File: config.mk
export PLATFORM = sky130hd
export DESIGN_NAME = hsv_to_rgb_converter
export DESIGN_NICKNAME = d
export VERILOG_FILES = /design/src/hw/rtl/hsv2rgb_pkg.sv /design/src/hw/rtl/hsv_to_rgb_converter.sv
export SDC_FILE = /design/constraint.sdc
export NUM_CORES = 2
export LEC_CHECK = 0
export BUFFER_PORTS_ARGS = -buffer_cell sky130_fd_sc_hd__buf_2
export CAP_MARGIN = 20
export CORE_ASPECT_RATIO = 0.6
export CORE_MARGIN = 3
export CORE_UTILIZATION = 55
export CTS_CLUSTER_DIAMETER = 50
export DETAILED_ROUTE_END_ITERATION = 10
export PLACE_DENSITY = 0.71
export SETUP_SLACK_MARGIN = 0.5
export SYNTH_ARGS = -nofsm -noshare
export SYNTH_HDL_FRONTEND = slang
export SYNTH_SLANG_ARGS = --single-unit
export TNS_END_PERCENT = 30
File: constraint.sdc
create_clock -name i_clk -period 8.7 [get_ports i_clk]
set_input_delay 0 -clock i_clk [delete_from_list [all_inputs] [get_ports i_clk]]
set_output_delay 0 -clock i_clk [all_outputs]
set_load 0.02 [all_outputs]
File: src/hw/rtl/hsv2rgb_pkg.sv
`timescale 1ns / 1ps

package hsv2rgb_pkg;

    localparam int FRAC_BITS = 16;

    localparam int HUE_W = 16;
    localparam int CHAN_W = 8;

    localparam int HUE_FULL = 5760;
    localparam int HUE_SEXTANT = 960;
    localparam int HUE_HALF = HUE_SEXTANT / 2;
    localparam int HUE_BIAS = 6 * HUE_FULL;
    localparam int HUE_BIASED_W = 17;
    localparam int FRAC_W = 10;

    localparam int DIV15_W = 11;
    localparam logic [12:0] DIV15_MUL = 13'd4370;
    localparam int QUOT_W = 7;
    localparam logic [6:0] DIV6_MUL = 7'd43;

    localparam int VQ_W = FRAC_BITS;
    localparam int CQ_W = FRAC_BITS + 1;
    localparam int XP_W = FRAC_BITS + 10;
    localparam int XS_W = XP_W - 6;
    localparam int RECIP_SHIFT = XS_W + 4;
    localparam int RECIP_W = XS_W + 1;
    localparam longint unsigned RECIP_FULL = ((64'd1 << RECIP_SHIFT) + 64'd14) / 64'd15;
    localparam logic [RECIP_W-1:0] RECIP_MUL = RECIP_FULL[RECIP_W-1:0];
    localparam int RPROD_W = XS_W + RECIP_W;
    localparam int SCALE_W = CQ_W + 8;

    typedef enum logic [2:0] {
        SEXT_RED_YELLOW,
        SEXT_YELLOW_GREEN,
        SEXT_GREEN_CYAN,
        SEXT_CYAN_BLUE,
        SEXT_BLUE_MAGENTA,
        SEXT_MAGENTA_RED
    } t_sextant;

endpackage

File: src/hw/rtl/hsv_to_rgb_converter.sv
`timescale 1ns / 1ps

// HSV to RGB color converter.
// The input channel carries one color per transaction: i_hue (signed, 1/16 degree,
// any angle), i_saturation and i_brightness (unsigned Q0.16). The output channel
// carries o_red, o_green and o_blue, each rounded and saturated to 0..255.
// Both channels use valid and stall; a transaction completes at a rising edge
// where valid is high and stall is low.
// The datapath is a six-stage pipeline, and each result leaves from the output
// register of the sixth stage. One color is taken every cycle unless o_stall
// is high; the rate is set by the pipeline, whose widest step is the reciprocal
// multiplier that divides the secondary component by 960.
// When the receiver stalls, the result is held on the output and the stages
// behind it keep filling any empty slots; o_stall rises only once every stage
// holds a color.
// Reset is synchronous and active low; it empties the pipeline and drops o_valid.
module hsv_to_rgb_converter (
    input  logic                                     i_clk,
    input  logic                                     i_rst_n,
    input  logic                                     i_valid,
    output logic                                     o_stall,
    input  logic signed [hsv2rgb_pkg::HUE_W-1:0]     i_hue,
    input  logic        [15:0]                       i_saturation,
    input  logic        [15:0]                       i_brightness,
    output logic                                     o_valid,
    input  logic                                     i_stall,
    output logic        [hsv2rgb_pkg::CHAN_W-1:0]    o_red,
    output logic        [hsv2rgb_pkg::CHAN_W-1:0]    o_green,
    output logic        [hsv2rgb_pkg::CHAN_W-1:0]    o_blue
);

    localparam int F = hsv2rgb_pkg::FRAC_BITS;
    localparam int CQ_W = hsv2rgb_pkg::CQ_W;
    localparam int VQ_W = hsv2rgb_pkg::VQ_W;
    localparam int XP_W = hsv2rgb_pkg::XP_W;
    localparam int XS_W = hsv2rgb_pkg::XS_W;
    localparam int RPROD_W = hsv2rgb_pkg::RPROD_W;
    localparam int SCALE_W = hsv2rgb_pkg::SCALE_W;
    localparam int CHAN_W = hsv2rgb_pkg::CHAN_W;

    logic r_v1, r_v2, r_v3, r_v4, r_v5, r_v6;
    logic en1, en2, en3, en4, en5, en6;

    assign en6 = !r_v6 || !i_stall;
    assign en5 = !r_v5 || en6;
    assign en4 = !r_v4 || en5;
    assign en3 = !r_v3 || en4;
    assign en2 = !r_v2 || en3;
    assign en1 = !r_v1 || en2;
    assign o_stall = !en1;

    always_ff @(posedge i_clk) begin
        if (!i_rst_n) begin
            r_v1 <= 1'b0;
            r_v2 <= 1'b0;
            r_v3 <= 1'b0;
            r_v4 <= 1'b0;
            r_v5 <= 1'b0;
            r_v6 <= 1'b0;
        end else begin
            if (en1) r_v1 <= i_valid;
            if (en2) r_v2 <= r_v1;
            if (en3) r_v3 <= r_v2;
            if (en4) r_v4 <= r_v3;
            if (en5) r_v5 <= r_v4;
            if (en6) r_v6 <= r_v5;
        end
    end

    // Stage 1: bias the hue positive and start the division by 960.
    logic [hsv2rgb_pkg::HUE_BIASED_W-1:0] n1_hue_u;
    logic [hsv2rgb_pkg::DIV15_W-1:0]      n1_w;
    logic [23:0]                          n1_wprod;
    logic [31:0]                          n1_sv;

    logic [hsv2rgb_pkg::DIV15_W-1:0] r1_w;
    logic [23:0]                     r1_wprod;
    logic [5:0]                      r1_lo6;
    logic [31:0]                     r1_sv;
    logic [15:0]                     r1_v;

    always_comb begin
        n1_hue_u = hsv2rgb_pkg::HUE_BIASED_W'(hsv2rgb_pkg::HUE_BIAS)
                   + hsv2rgb_pkg::HUE_BIASED_W'(unsigned'(i_hue))
                   - (i_hue[hsv2rgb_pkg::HUE_W-1]
                      ? hsv2rgb_pkg::HUE_BIASED_W'(65536) : '0);
        n1_w     = n1_hue_u[hsv2rgb_pkg::HUE_BIASED_W-1:6];
        n1_wprod = 24'(n1_w) * 24'(hsv2rgb_pkg::DIV15_MUL);
        n1_sv    = 32'(i_saturation) * 32'(i_brightness);
    end

    always_ff @(posedge i_clk) begin
        if (en1) begin
            r1_w     <= n1_w;
            r1_wprod <= n1_wprod;
            r1_lo6   <= n1_hue_u[5:0];
            r1_sv    <= n1_sv;
            r1_v     <= i_brightness;
        end
    end

    // Stage 2: sextant, fraction, chroma and value level.
    logic [hsv2rgb_pkg::QUOT_W-1:0]  n2_q;
    logic [hsv2rgb_pkg::DIV15_W-1:0] n2_q15;
    logic [3:0]                      n2_rem15;
    logic [11:0]                     n2_q43;
    logic [3:0]                      n2_q6;
    logic [32:0]                     n2_cq_sum;
    logic [16+F-1:0]                 n2_v_wide;

    logic [2:0]                      r2_sext;
    logic [hsv2rgb_pkg::FRAC_W-1:0]  r2_frac;
    logic [CQ_W-1:0]                 r2_cq;
    logic [VQ_W-1:0]                 r2_vq;

    always_comb begin
        n2_q      = r1_wprod[16 +: hsv2rgb_pkg::QUOT_W];
        n2_q15    = hsv2rgb_pkg::DIV15_W'(n2_q) * hsv2rgb_pkg::DIV15_W'(15);
        n2_rem15  = 4'(r1_w - n2_q15);
        n2_q43    = 12'(n2_q) * 12'(hsv2rgb_pkg::DIV6_MUL);
        n2_q6     = n2_q43[11:8];
        n2_cq_sum = 33'(r1_sv) + (33'd1 << (31 - F));
        n2_v_wide = {r1_v, {F{1'b0}}};
    end

    always_ff @(posedge i_clk) begin
        if (en2) begin
            r2_sext <= 3'(n2_q - hsv2rgb_pkg::QUOT_W'(n2_q6) * hsv2rgb_pkg::QUOT_W'(6));
            r2_frac <= {n2_rem15, r1_lo6};
            r2_cq   <= n2_cq_sum[32-F +: CQ_W];
            r2_vq   <= n2_v_wide[16 +: VQ_W];
        end
    end

    // Stage 3: secondary component numerator and the offset.
    logic [hsv2rgb_pkg::FRAC_W-1:0] n3_n;
    logic [XP_W-1:0]                n3_xp;
    logic [VQ_W-1:0]                n3_mq;

    logic [XP_W-1:0] r3_xp;
    logic [VQ_W-1:0] r3_mq;
    logic [CQ_W-1:0] r3_cq;
    logic [2:0]      r3_sext;

    always_comb begin
        n3_n  = r2_sext[0]
                ? hsv2rgb_pkg::FRAC_W'(hsv2rgb_pkg::HUE_SEXTANT) - r2_frac
                : r2_frac;
        n3_xp = XP_W'(r2_cq) * XP_W'(n3_n) + XP_W'(hsv2rgb_pkg::HUE_HALF);
        n3_mq = (r2_cq > CQ_W'(r2_vq)) ? '0 : VQ_W'(CQ_W'(r2_vq) - r2_cq);
    end

    always_ff @(posedge i_clk) begin
        if (en3) begin
            r3_xp   <= n3_xp;
            r3_mq   <= n3_mq;
            r3_cq   <= r2_cq;
            r3_sext <= r2_sext;
        end
    end

    // Stage 4: divide by 960 as a shift by 6 and a reciprocal multiply by 1/15.
    logic [XS_W-1:0]    n4_xs;
    logic [RPROD_W-1:0] r4_prod;
    logic [VQ_W-1:0]    r4_mq;
    logic [CQ_W-1:0]    r4_cq;
    logic [2:0]         r4_sext;

    assign n4_xs = r3_xp[XP_W-1:6];

    always_ff @(posedge i_clk) begin
        if (en4) begin
            r4_prod <= RPROD_W'(n4_xs) * RPROD_W'(hsv2rgb_pkg::RECIP_MUL);
            r4_mq   <= r3_mq;
            r4_cq   <= r3_cq;
            r4_sext <= r3_sext;
        end
    end

    // Stage 5: place the components by sextant and add the offset.
    logic [CQ_W-1:0] n5_xq;
    logic [CQ_W-1:0] n5_r, n5_g, n5_b;
    logic [CQ_W-1:0] r5_r, r5_g, r5_b;

    always_comb begin
        n5_xq = r4_prod[hsv2rgb_pkg::RECIP_SHIFT +: CQ_W];
        n5_r  = '0;
        n5_g  = '0;
        n5_b  = '0;
        case (hsv2rgb_pkg::t_sextant'(r4_sext))
            hsv2rgb_pkg::SEXT_RED_YELLOW: begin
                n5_r = r4_cq;
                n5_g = n5_xq;
            end
            hsv2rgb_pkg::SEXT_YELLOW_GREEN: begin
                n5_r = n5_xq;
                n5_g = r4_cq;
            end
            hsv2rgb_pkg::SEXT_GREEN_CYAN: begin
                n5_g = r4_cq;
                n5_b = n5_xq;
            end
            hsv2rgb_pkg::SEXT_CYAN_BLUE: begin
                n5_g = n5_xq;
                n5_b = r4_cq;
            end
            hsv2rgb_pkg::SEXT_BLUE_MAGENTA: begin
                n5_r = n5_xq;
                n5_b = r4_cq;
            end
            default: begin
                n5_r = r4_cq;
                n5_b = n5_xq;
            end
        endcase
    end

    always_ff @(posedge i_clk) begin
        if (en5) begin
            r5_r <= n5_r + CQ_W'(r4_mq);
            r5_g <= n5_g + CQ_W'(r4_mq);
            r5_b <= n5_b + CQ_W'(r4_mq);
        end
    end

    // Stage 6: scale by 255, round half up and saturate.
    function automatic logic [CHAN_W-1:0] to_channel(input logic [CQ_W-1:0] comp);
        logic [SCALE_W-1:0] scaled;
        logic [8:0]         level;
        scaled = (SCALE_W'(comp) << 8) - SCALE_W'(comp) + (SCALE_W'(1) << (F - 1));
        level  = scaled[F +: 9];
        return level[8] ? '1 : level[CHAN_W-1:0];
    endfunction

    logic [CHAN_W-1:0] r6_red, r6_green, r6_blue;

    always_ff @(posedge i_clk) begin
        if (en6) begin
            r6_red   <= to_channel(r5_r);
            r6_green <= to_channel(r5_g);
            r6_blue  <= to_channel(r5_b);
        end
    end

    assign o_valid = r_v6;
    assign o_red   = r6_red;
    assign o_green = r6_green;
    assign o_blue  = r6_blue;

    // The input side is held off only when every stage holds a color.
    a_stall_only_when_full: assert property (
        @(posedge i_clk) disable iff (!i_rst_n)
        o_stall |-> (r_v1 && r_v2 && r_v3 && r_v4 && r_v5 && r_v6)
    ) else $error("input stalled while the pipeline has an empty stage");

    // A color that leaves stage 5 lands in the output register.
    a_stage5_advances: assert property (
        @(posedge i_clk) disable iff (!i_rst_n)
        (r_v5 && en6) |=> r_v6
    ) else $error("transaction lost between stage 5 and the output register");

    // The output register holds while the receiver stalls.
    a_output_held: assert property (
        @(posedge i_clk) disable iff (!i_rst_n)
        (r_v6 && i_stall) |=> (r_v6 && $stable(r6_red) && $stable(r6_green)
                               && $stable(r6_blue))
    ) else $error("stalled result changed");

    // With zero chroma every channel carries the same grey level.
    a_grey_when_no_chroma: assert property (
        @(posedge i_clk) disable iff (!i_rst_n)
        (r_v4 && en5 && r4_cq == '0) |=> (r5_r == r5_g && r5_g == r5_b)
    ) else $error("grey input produced unequal channels");

endmodule
==> flow_metrics.py <==
metrics = {
    "detailed_routing": {
        "drt_pass1_iterations": 8,
        "avgRoutedWirePerCell_um": 17.8,
        "drc": 0,
        "via_per_inst": 5.41,
        "ant_nets": 0,
        "drt-total-wl_mm": 76.9,
        "drt-initial-drc-count": 2036,
        "vias": 23300,
    },
    "logic_synthesis": {
        "yosys-top-cells-area": "edfxtp_1 (25%), fa_1 (22%), ha_1 (20%), inv_1 (7.3%), nand2_1 (4.3%)",
        "postSynthAreaPerCell_um2": 9.95,
        "postSynthCellCount": 3380,
        "syn_area_um2": 33600,
        "synth_warnings": 0,
        "synth_top_area_cell": "edfxtp_1",
        "synth.net_count": 4336,
        "synth_flop_cell": "edfxtp_1",
        "synthDistinctLibCells": 70,
        "synth-edff-count": 280,
        "ys_seq_area_share_pct": 25.3,
        "ys_ff_latch": 286,
        "async_reset_ff_share_pct": 0,
        "yosys.area.top_type_share_pct": 25.0,
    },
    "sta": {
        "slew_headroom_pct": 30.4,
        "worst_pin_slew_ns": 1.03,
        "fin_crit_sh_pct": 89.2,
        "hold_violations": 0,
        "timing.fmax_ghz": 0.129,
        "skew_ns": 0.0264,
        "slew_violations": 0,
        "rsz0062_at_grt": "no",
        "setup_viol": 0,
        "fin_crit_ns": 7.76,
        "tns_ns": 0,
    },
    "critical_path": {
        "critical_path.max_fanout": 12,
        "worstSetupEndpointType": "register",
        "crit_required_ns": 8.96,
        "cp-start-kind": "register",
        "critical_path_class": "register to register",
        "cp.arrival_ns": 8.02,
    },
    "run_status": {
        "outcome": "finished, final reports clean",
    },
    "grt": {
        "antenna_found_initial": 0,
        "grt_pass1_vias": 22700,
        "grt_overflow": 0,
        "grt_pass1_wl_mm": 124,
        "grt_usage_pct": 24.1,
        "grt_max_degree": 57,
    },
    "clock_network": {
        "post_cts_buffers": 0,
        "cts_tree": "done",
        "clock_sinks": 286,
        "clk-insertion-delay-late_ns": 0.54,
        "cts-root-buf": "clkbuf_16",
        "cts_buffers": 34,
        "ctsResizeCount": 0,
        "htreeDepth": 2,
        "clk_path_buf_depth": 3,
        "clk_pin_slew_worst_paths_ns": 0.06,
    },
    "final_layout": {
        "drive_above_1_share_pct": 5.09,
        "antennaDiodeCount": 0,
        "final_cell_mix": "inv_1 (656), ha_1 (534), nand2_1 (382)",
        "final_nets": 4429,
        "final_util_pct": 60.9,
        "layout_commonest_cell": "inv_1",
        "synthToLayoutAreaGrowth_pct": 8.22,
    },
    "job": {
        "maxCapViolCount": 0,
    },
    "floorplanning": {
        "die_x_um": 325,
        "core_um2": 59800,
        "start_util_pct": 56.2,
        "row_count": 69,
        "die_area_um2": 64300,
        "num_io_pins": 78,
        "die_height_um": 198,
    },
    "place": {
        "dpl.hpwl_mm": 63.4,
        "gp_congestion": 0.970,
        "port_buffers": 77,
    },
    "min_path": {
        "hold_path.class": "input pin to register",
    },
}
[cells by family (layout without fill, tap and decap cells)]
kind of cell | Yosys count | count (layout) | share of synthesized area (%)
AND/OR/NAND/NOR | 897 | 897 | 12.2
buffers and inverters | 723 | 840 | 8.07
adder cells (fa/ha/maj) | 904 | 904 | 41.9
multiplexers | 4 | 4 | 0.138
AO/OA/AOI/OAI | 390 | 390 | 7.78
flip-flops | 286 | 286 | 25.3
XOR/XNOR | 176 | 176 | 4.58
[layout make-up]
cell class / instances / area, µm²
timing repair buffer: 120 / 806
multi-input combinational: 2371 / 22400
tap: 816 / 1020
sequential: 286 / 8530
clock inverter: 21 / 275
fill: 5003 / 23400
inverter: 660 / 2480
clock buffer: 39 / 891
[worst max-delay path, cell delays in order, from the launching register on]
cell	delay, ns
edfxtp_1	0.53
inv_1	0.33
ha_1	0.23
nand2b_1	0.07
nor4bb_1	0.61
a21oi_1	0.13
xnor2_1	0.54
nand2_1	0.16
fa_1	0.50
fa_1	0.49
inv_1	0.05
fa_1	0.45
fa_1	0.52
fa_1	0.42
ha_1	0.34
a21o_1	0.17
a21o_1	0.17
a211oi_1	0.33
a21oi_1	0.16
o31ai_1	0.23
a21oi_1	0.16
a41oi_1	0.30
a21oi_1	0.14
a21o_1	0.23
a21oi_2	0.15
xnor2_1	0.07
[per-layer routing]
| metal | share of wire (%) | up-vias | GRT usage (%) |
|---|---|---|---|
| met4 | 1.1 | 0 | 3.17 |
| li1 | - | 11200 | - |
| met3 | 10 | 83 | 5.77 |
| met1 | 51 | 11200 | 40.6 |
| met5 | 0 | - | 0 |
| met2 | 37 | 833 | 31.2 |
[flip-flops by register name, indices dropped and copies added, names as in the netlist, 17 cells and up]
name,flops
r1_sv,17
r2_cq,17
r3_cq,17
r3_xp,20
r4_cq,17
r4_prod,17
r5_b,17
r5_g,17
r5_r,17
[timing repair]
action                                  CTS  global route
hold buffers                             26             0
endpoints found under the setup margin    0             0
hold endpoints to repair                 28             0
[synth_stat cells (all sizes together) (18+ instances only)]
library cell and n:
fa 370, nand2b 18, nor3 55, clkbuf 61, inv 660, o21ai 74
edfxtp 280, a21oi 111, xor2 51, nor2 181, and2 125, o21bai 22
nand3 37, nand2 384, ha 534, o21a 36, nor2b 33, xnor2 125
a21o 41
[stage by stage]
stage | setup slack [ns] | cell area (µm²) | cells | hold slack, ns
after global routing | 0.540 | 36400 | 4313 | 0.102
after CTS | 1.04 | 36400 | 4311 | 0.0477
after global placement | 1.26 | 34900 | 4224 | 0.212
final | 0.943 | 36400 | 4313 | 0.0740
after floorplan | 1.59 | 33600 | 3380 | 0.0989
after detailed placement | 1.06 | 34900 | 4225 | 0.216
[worst paths after layout]
path | from | end | slack (ns) | cells after the start
setup / recovery | r2_frac[0] | r3_xp[25] | 0.94 | 25
hold / removal | i_hue[5] | r1_lo6[5] | 0.07 | 4
setup reg to reg | r2_frac[0] | r3_xp[25] | 0.94 | 25
hold reg to reg | r1_v[14] | r2_vq[14] | 0.42 | 0
Power is left out: the tool's default activity adds up to more than one toggle a clock period on the data nets, which glitch-free logic cannot reach.
